$ cat src/hdl/dsr_pkg.sv
`timescale 1ns / 1ps
// ----------------------------------------------------------------------------
// dsr_pkg
// Shared types and constants of the delta-stepping relax engine.
// ----------------------------------------------------------------------------
package dsr_pkg;
	localparam int VERTICES = 1024;
	localparam int VW = $clog2(VERTICES);
	localparam int DW = 31;
	localparam int PW = 11;
	localparam logic [DW-1:0] INF_DIST = {DW{1'b1}};
	localparam logic [PW-1:0] NO_PARENT = {PW{1'b1}};

	typedef enum logic [2:0] {
		CMD_START = 3'd0,
		CMD_RELAX = 3'd1,
		CMD_POP = 3'd2,
		CMD_CLEAR = 3'd3,
		CMD_ADVANCE = 3'd4,
		CMD_READ = 3'd5
	} cmd_t;

	typedef enum logic [3:0] {
		ST_CLEAR,
		ST_IDLE,
		ST_RD_SRC,
		ST_RD_DST,
		ST_DIV,
		ST_WRITE,
		ST_OUT
	} state_t;

	typedef struct packed {
		logic start;
		logic [DW-1:0] dividend;
		logic [DW-1:0] divisor;
	} div_req_t;

	typedef struct packed {
		logic done;
		logic [DW-1:0] quotient;
	} div_rsp_t;
endpackage

$ cat src/hdl/dsr_divider.sv
`timescale 1ns / 1ps
// ----------------------------------------------------------------------------
// dsr_divider
// Restoring radix-2 divider, one quotient bit per cycle.
// ----------------------------------------------------------------------------
module dsr_divider (
	input  logic clk,
	input  logic arst_n,
	input  dsr_pkg::div_req_t req,
	output dsr_pkg::div_rsp_t rsp
);
	import dsr_pkg::*;

	logic [DW-1:0] rem_q;
	logic [DW-1:0] quo_q;
	logic [DW-1:0] dvs_q;
	logic [4:0] cnt_q;
	logic busy_q;
	logic done_q;
	logic [DW:0] trial;
	logic [DW:0] diff;

	assign trial = {rem_q, quo_q[DW-1]};
	assign diff = trial - {1'b0, dvs_q};

	always_ff @(posedge clk or negedge arst_n) begin
		if (!arst_n) begin
			busy_q <= 1'b0;
			done_q <= 1'b0;
			cnt_q <= '0;
		end else begin
			done_q <= 1'b0;
			if (req.start) begin
				busy_q <= 1'b1;
				cnt_q <= 5'(DW - 1);
			end else if (busy_q) begin
				if (cnt_q == '0) begin
					busy_q <= 1'b0;
					done_q <= 1'b1;
				end
				cnt_q <= cnt_q - 5'd1;
			end
		end
	end

	always_ff @(posedge clk) begin
		if (req.start) begin
			rem_q <= '0;
			quo_q <= req.dividend;
			dvs_q <= (req.divisor == '0) ? DW'(1) : req.divisor;
		end else if (busy_q) begin
			if (!diff[DW]) begin
				rem_q <= diff[DW-1:0];
				quo_q <= {quo_q[DW-2:0], 1'b1};
			end else begin
				rem_q <= trial[DW-1:0];
				quo_q <= {quo_q[DW-2:0], 1'b0};
			end
		end
	end

	assign rsp.done = done_q;
	assign rsp.quotient = quo_q;

	a_done_pulse: assert property (@(posedge clk) disable iff (!arst_n)
		done_q |=> !done_q) else $error("divider done held");
	a_done_idle: assert property (@(posedge clk) disable iff (!arst_n)
		done_q |-> !busy_q) else $error("divider done while busy");
	a_cnt: assert property (@(posedge clk) disable iff (!arst_n)
		req.start |=> busy_q && cnt_q == 5'(DW - 1)) else $error("divider start");
endmodule
$ cat config.mk
export PLATFORM = sky130hd
export DESIGN_NAME = dsr_divider
export DESIGN_NICKNAME = d
export VERILOG_FILES = /design/src/hdl/dsr_pkg.sv /design/src/hdl/dsr_divider.sv
export SDC_FILE = /design/constraint.sdc
export NUM_CORES = 1
export LEC_CHECK = 0
export BUFFER_PORTS_ARGS = -buffer_cell sky130_fd_sc_hd__buf_2
export CORE_ASPECT_RATIO = 1.75
export CORE_MARGIN = 3
export CORE_UTILIZATION = 55
export DETAILED_ROUTE_END_ITERATION = 12
export PLACE_DENSITY = 0.78
export RECOVER_POWER = 50
export SKIP_CTS_REPAIR_TIMING = 1
export SYNTH_ARGS = -nofsm -noshare
export SYNTH_HDL_FRONTEND = slang
export SYNTH_SLANG_ARGS = --single-unit
$ cat constraint.sdc
create_clock -name clk -period 7.11 [get_ports clk]
set_input_delay 1.422 -clock clk [delete_from_list [all_inputs] [get_ports clk]]
set_output_delay 1.422 -clock clk [all_outputs]
set_load 0.02 [all_outputs]
Word-level counts from Yosys, hierarchy flattened
Cells that the tools add are included.
{"block": "op_classes", "n_addsub": 2, "reduce_logical": 3, "n_mux": 12}
{"cell": "2-to-1 mux 31 bit", "n": 3}
{"cell": "subtractor 32 x 31 -> 32 bit", "n": 1}
{"cell": "zero test 31 bit", "n": 1}
{"cell": "2-to-1 mux 5 bit", "n": 2}
{"cell": "2-to-1 mux 1 bit", "n": 7}
{"cell": "zero test 5 bit", "n": 1}
{"cell": "subtractor 5 x 1 -> 5 bit, second input constant", "n": 1}
{"cell": "nonzero test 2 bit", "n": 1}
{"block": "word_totals", "output_inout_bits": 32, "reg_bits": 100}

Depth between registers and ports, before layout
Gate-level depths: netlist (run 1).
{"block": "depth", "word_depth": 4, "ltp_mapped": 13, "depth_no_buf": 11}

Worst setup path before layout (run 1)
No wires, ideal clock.
{"block": "synth_timing", "kind": "input to register", "startpoint": "input port req[62] in the netlist's numbering", "endpoint": "register quo_q[0] (enable)", "required_time_ns": 6.724, "path_buffers": 2, "t_arrival_ns": 2.577, "stages": 4, "setup_slack_ns": 4.147, "setup_ns": 0.386, "path_cell_list": "clkbuf_1 -> nor2_1 -> clkbuf_1 -> inv_1"}
{"block": "synth_between", "elab_chain_len": 1}
{"element": "start: declaration", "line": "dsr_divider.sv:9", "source": "input dsr_pkg::div_req_t req,"}
{"element": "nonzero test 2 bit (no source line)"}
{"element": "end signal: assignment", "line": "dsr_divider.sv:49", "source": "quo_q <= req.dividend;"}
{"element": "end signal: assignment", "line": "dsr_divider.sv:54", "source": "quo_q <= {quo_q[DW-2:0], 1'b1};"}
{"element": "end signal: assignment", "line": "dsr_divider.sv:57", "source": "quo_q <= {quo_q[DW-2:0], 1'b0};"}
{"element": "end: declaration", "line": "dsr_divider.sv:15", "source": "logic [DW-1:0] quo_q;"}
Every way passes these cells.
A chain may end at the register's enable or synchronous reset.

Final worst setup path (run 1)
{"block": "layout_timing", "startpoint": "input port req[62] in the netlist's numbering", "endpoint": "register quo_q[2] (enable)"}
The elaborated chain is that of the path after synthesis.

==> flow_metrics.tcl, run 1 <==
set metrics [dict create \
    final.setup.tns_ps 0 \
    nNetsFinal 792 \
    place.gp.congestion 0.9286 \
    cts-buffers-inserted 9 \
    insertion_delay_ps 350 \
    io_pins 97 \
    violations "max-capacitance violations, max-slew violations" \
    fmax_ghz 0.2235 \
    rr_endpoint "rem_q[28]$_SDFFE_PP0P_" \
    syn_area_sq_um 6143 \
    postRouteAntennaNets 0 \
    reg2reg_setup_slack_ps 3540 \
    yosys_warnings 0 \
    placedCellCount 812 \
    antenna_cells 0 \
    synth_ff_type "edfxtp_1" \
    synth_edf_count 62 \
    cp-start-kind "primary input" \
    route.vias.total 5156 \
    die_w_um 85.89 \
    area_delta_synth_final_pct 11.18 \
    synth_area_per_cell_sq_um 9.554 \
    clkSlewWorstSetupHoldPaths_ps 70 \
    peakVddDrop_v 0.0002017 \
    synth_seq_area_share_pct 43.26 \
    routedWlPerCell_um 19.31 \
    viasPerCell 6.227 \
    yosys-top-cells-area "edfxtp_1 (30%), dfxtp_1 (10%), ha_1 (6.7%), mux2_2 (5.5%), nor2_1 (3.2%)" \
    worst_ep_required_time_ps 7080 \
    wirelength_um 15990 \
    clkSinkCount 100 \
    place_ws_ps 3554 \
    synth_area_leader_cell "edfxtp_1" \
    drt-pass1-iter-count 6 \
    layout_setup_ws_ps 2636 \
    yosysTopAreaCellShare_pct 30.31 \
    crit_type "in -> reg" \
    finalCritPeriodShare_pct 62.92 \
    synthDistinctLibCells 66 \
    tightest_slew_ps 1965 \
    hold_violations 0 \
    fin_crit_ps 4474 \
    maxCapViolCount 1 \
    final_util_pct 63.11 \
    crit_path_end_kind "flip-flop" \
    async_flop_share_pct 7.000 \
    portBuffers 96 \
    grt_max_degree 61 \
    syn-num-nets 742 \
    die-height_um 145.8 \
    drcViolationCount 0 \
    drive_gt1_share_pct 15.90 \
    fin_skew_ps 5.896 \
    powerDensity_nw_per_um2 326.4 \
    reg2regPathDepth 10 \
    worstHoldStart "rem_q[9]$_SDFFE_PP0P_" \
    r2r-start "dvs_q[14]$_SDFFCE_PN0P_" \
    grt_pass1_wl_um 25700 \
    cts_root_buffer "clkbuf_16" \
    core_area_sq_um 10820 \
    maxSlewViolCount 37 \
    grt_pass1_vias 5352 \
    antenna_found_initial 0 \
    cp_max_fo 36 \
    holdPathStages 2 \
    crit_arrival_ps 4440 \
    synthCells 643 \
    hold_end "rem_q[10]$_SDFFE_PP0P_" \
    track_usage_pct 26.17 \
    fin_cells 828 \
    hold_path_class "reg -> reg" \
    initial_core_util_pct 56.76 \
    rows 50 \
    grt-ovfl-total 0 \
    rsz0062_at_grt "false" \
    die-area_sq_um 12520 \
    ys_ff_latch 100 \
    final-setup-viol-count 0 \
    power.total_w 0.002229 \
    cts_max_level 3 \
    dp_hpwl_um 11890 \
    cts_tree "yes" \
    max_slew_margin_pct -31.01 \
    clock_tree.buffer_depth 2 \
    outcome "complete, but fails checks" \
    drtIter0Drc 320 \
    p_leak_nw 2.728 \
]
## worst max-delay path by stage
stage / from / endpoint / slack [ps]
global placement: req[62] / quo_q[2]$_DFFE_PP_ / 3560
CTS: rem_q[25]$_SDFFE_PP0P_ / rem_q[7]$_SDFFE_PP0P_ / 3580
finish: req[62] / quo_q[2]$_DFFE_PP_ / 2640
global route: req[62] / quo_q[1]$_DFFE_PP_ / 2320
detailed placement: req[62] / quo_q[2]$_DFFE_PP_ / 3550
floorplan: req[62] / quo_q[0]$_DFFE_PP_ / 4150
## critical path: stages
cell	delay, ps
clkbuf_1	1380
nor2_1	580
inv_1	1030
## layout by cell type (no fill, tap or decap), drive strengths merged, types with 7 or more instances in the layout
cell and instances:
nand2b 9, inv 50, a311oi 19, dfrtp 7
mux2 30, clkbuf 65, nor3 12, edfxtp 62
buf 43, nor2b 7, nor2 53, nor4 7
o211ai 12, xnor2 18, nand3 24, o21ai 41
a21oi 34, dfxtp 31, nand2 36, ha 33
a21o 10, nand4 11, o21a 7
## area by class of cell
type,count,area [sq um]
Clock buffer,9,225.2
Clock inverter,7,97.59
Fill cell,920,3993
Inverter,48,180.2
Multi-Input combinational cell,435,3074
Sequential cell,100,2658
Tap cell,130,162.7
Timing Repair Buffer,99,432.9
## synth_stat cells (4+ instances only)
cell type,instances
nor2b_1,7
dfxtp_1,31
o211ai_1,12
buf_2,7
o21ai_0,35
edfxtp_1,62
nor3_1,10
o2111ai_1,6
o21ai_2,4
dfrtp_1,7
nor2_1,52
or3_1,5
inv_1,46
nand4_1,11
clkbuf_1,49
nand2b_1,9
o31ai_1,4
o21a_1,5
xor2_1,4
nand3_1,23
nand2_1,35
nor4_1,7
a21oi_1,31
ha_1,33
and3_1,5
o21bai_1,5
mux2i_1,4
a311oi_1,19
a21o_1,10
mux2_2,30
xnor2_1,18
## through the flow
step | hold WS [ps] | area, sq um
after floorplan | 454.0 | 6143
after global placement | 483.7 | 6580
after detailed placement | 490.1 | 6580
after CTS | 500.9 | 6903
after global routing | 527.9 | 6830
final | 498.0 | 6830
## metal layers
metal / part of all wire [%] / global-route usage, % / wire length, um / vias up
met1: 34 / 26.46 / 5401 / 2431
li1: - / - / - / 2441
met4: 7.7 / 19.65 / 1233 / 0
met3: 5.2 / 4.476 / 831 / 64
met5: 0 / 0 / 0 / -
met2: 53 / 46.29 / 8521 / 220
## registers in the layout, indices dropped and copies added, names as in the netlist
register	cells
busy_q	1
cnt_q	5
done_q	1
quo_q	31
rem_q	31
dvs_q	31
## cells by family after synthesis
| kind of cell | Yosys count | share of synthesized area, % |
|---|---|---|
| simple gates | 185 | 15.38 |
| compound gates | 160 | 18.23 |
| buf+inv | 108 | 6.803 |
| flops | 100 | 43.26 |
| mux | 34 | 6.151 |
| fa+ha+maj | 34 | 7.047 |
| xor+xnor | 22 | 3.136 |
## power breakdown
part           switching, W  internal (W)
combinational      0.000552      0.000351
clock              0.000225      0.000310
sequential        0.0000731      0.000718
No activity file was read; power rests on OpenSTA's default activity.
==> run 2, diff against run 1 <==
--- a/config.mk
+++ b/config.mk
@@ -8,9 +8,9 @@
 export BUFFER_PORTS_ARGS = -buffer_cell sky130_fd_sc_hd__buf_2
 export CORE_ASPECT_RATIO = 1.75
 export CORE_MARGIN = 3
-export CORE_UTILIZATION = 55
+export CORE_UTILIZATION = 52
 export DETAILED_ROUTE_END_ITERATION = 12
-export PLACE_DENSITY = 0.78
+export PLACE_DENSITY = 0.77
 export RECOVER_POWER = 50
 export SKIP_CTS_REPAIR_TIMING = 1
 export SYNTH_ARGS = -nofsm -noshare
==> constraint.sdc (replaced) <==
create_clock -name clk -period 3.87 [get_ports clk]
set_input_delay 0.774 -clock clk [delete_from_list [all_inputs] [get_ports clk]]
set_output_delay 0.774 -clock clk [all_outputs]
set_load 0.02 [all_outputs]
==> run 2 against run 1 <==
  * The flow still finishes with violations (max-capacitance violations, max-slew violations)
  * Sequential power increased by 82%
  * Non-clock buffer count increased by 6
  * Sequential cell count unchanged
  * Clock power increased by 77%
  * Register-to-register slack got worse by 3000 ps
  * Die area increased by 5.4%
  * Sequential share of layout area decreased by 0.18 points
  * Routed wire length decreased by 3.6%
  * Core utilization decreased by 2.7 points
  * Setup slack got worse by 2100 ps
  * Largest cell class unchanged
  * Highest routed layer unchanged
==> flow_metrics.tcl, run 2 (synthesis results as in run 1) <==
set metrics [dict create \
    cts_root_buffer "clkbuf_16" \
    powerDensity_nw_per_um2 589.2 \
    crit_type "reg -> reg" \
    p_seq_share_pct 35.6 \
    wirelength_um 15410 \
    track_usage_pct 23.82 \
    die-area_sq_um 13210 \
    wl_met2_um 8444 \
    core_area_sq_um 11360 \
    route.vias.total 5136 \
    drtIter0Drc 341 \
    routedWlPerCell_um 18.44 \
    viasPerCell 6.144 \
    cp-start-kind "flip-flop" \
    switching_share_pct 37.82 \
    tightest_slew_ps 1890 \
    crit_path_end_kind "flip-flop" \
    antenna_found_initial 0 \
    die-height_um 149.8 \
    place.gp.congestion 0.9136 \
    clkSlewWorstSetupHoldPaths_ps 70 \
    rsz0062_at_grt "false" \
    p_leak_nw 2.763 \
    cp_max_fo 28 \
    cts_max_level 3 \
    peakVddDrop_v 0.0003326 \
    grt-ovfl-total 0 \
    crit_buf_inv 1 \
    maxCapViolCount 1 \
    worstPathCellList "inv_1, ha_1, nand3_2, nor2_2, nand3_1, or3b_4, o21ai_4, or3_1, nand2_1, a2111oi_0" \
    worst_ep_required_time_ps 4090 \
    cts_tree "yes" \
    reg_top3 "dvs_q: 31 flops, quo_q: 31 flops, rem_q: 31 flops" \
    maxSlewViolCount 47 \
    clock_power_share_pct 23.5 \
    cts-buffers-inserted 9 \
    max_slew_margin_pct -26.03 \
    p_int_w 0.002514 \
    postRouteAntennaNets 0 \
    final-setup-viol-count 0 \
    path_delay_family "simple AND/OR/NAND/NOR gates" \
    drcViolationCount 0 \
    finalCritPeriodShare_pct 86.74 \
    grt_pass1_vias 5221 \
    reg2reg_setup_slack_ps 510 \
    portBuffers 96 \
    final_util_pct 60.41 \
    combPwrFrac_pct 40.9 \
    fmax_ghz 0.2979 \
    grt_pass1_wl_um 24700 \
    dp_hpwl_um 11460 \
    hold_path_class "in -> async" \
    final_common_cell "edfxtp_1" \
    drive_gt1_share_pct 17.19 \
    max_stage_delay_ps 810 \
    hold_violations 0 \
    outcome "complete, but fails checks" \
    io_pins 97 \
    wirelength_met1_um 5741 \
    cp_slowest_cell "or3_1" \
    grt_max_degree 48 \
    switchingPower_w 0.001529 \
    fin_crit_ps 3357 \
    insertion_delay_ps 340 \
    area_delta_synth_final_pct 11.69 \
    drt-pass1-iter-count 5 \
    crit_arrival_ps 3570 \
    antenna_cells 0 \
    top_layer "met4" \
    clock_tree.buffer_depth 2 \
    die_w_um 88.17 \
    clkSinkCount 100 \
    initial_core_util_pct 54.09 \
    rows 51 \
    met3_wirelength_um 731 \
    final.setup.tns_ps 0 \
    layout_common_cells "edfxtp_1 (62), nor2_1 (52), clkbuf_1 (52), buf_2 (47), inv_1 (46)" \
    fin_skew_ps 8.577 \
    nNetsFinal 798 \
    violations "max-capacitance violations, max-slew violations" \
]
run 2: layer usage:
metal	up-vias	GRT usage, %
met5	-	0
met4	0	9.834
met3	35	4.628
met2	172	43.37
met1	2483	26.30
li1	2446	-
run 2: power by group through the flow:
stage	clock [W]	sequential, W	combinational (W)
floorplan	0	0.00148	0.00122
global placement	0	0.00145	0.00160
detailed placement	0	0.00146	0.00164
CTS	0.000957	0.00144	0.00165
global route	0.000999	0.00146	0.00182
finish	0.000949	0.00144	0.00165
run 2: final timing paths:
check,start,end,cells after the start
min reg2reg,rem_q[20]$_SDFFE_PP0P_,rem_q[20]$_SDFFE_PP0P_,2
min,arst_n,busy_q$_DFF_PN0_,1
max in group asynchronous,arst_n,cnt_q[0]$_DFFE_PN0P_,1
max,dvs_q[26]$_SDFFCE_PN0P_,rem_q[7]$_SDFFE_PP0P_,10
min in group clk,rem_q[20]$_SDFFE_PP0P_,rem_q[20]$_SDFFE_PP0P_,2
max reg2reg,dvs_q[26]$_SDFFCE_PN0P_,rem_q[7]$_SDFFE_PP0P_,10
run 2: layout make-up:
| cell class | instances | area, sq um |
|---|---|---|
| timing repair buffer | 105 | 476.7 |
| inverter | 48 | 180.2 |
| fill | 1025 | 4497 |
| tap | 132 | 165.2 |
| sequential | 100 | 2658 |
| clock inverter | 4 | 57.56 |
| clock buffer | 12 | 256.5 |
| multi-input combinational | 435 | 3068 |
run 2: through the flow:
stage	setup WS [ps]	cells	hold WS, ps	total power, W	cell area (sq um)
finish	513.1	836	309.2	0.004043	6862
global route	180.1	836	336.4	0.004279	6862
CTS	495.9	836	255.5	0.004048	6935
detailed placement	507.4	820	474.3	0.003093	6621
global placement	636.3	820	478.2	0.003055	6621
floorplan	931.7	643	454.0	0.002698	6143
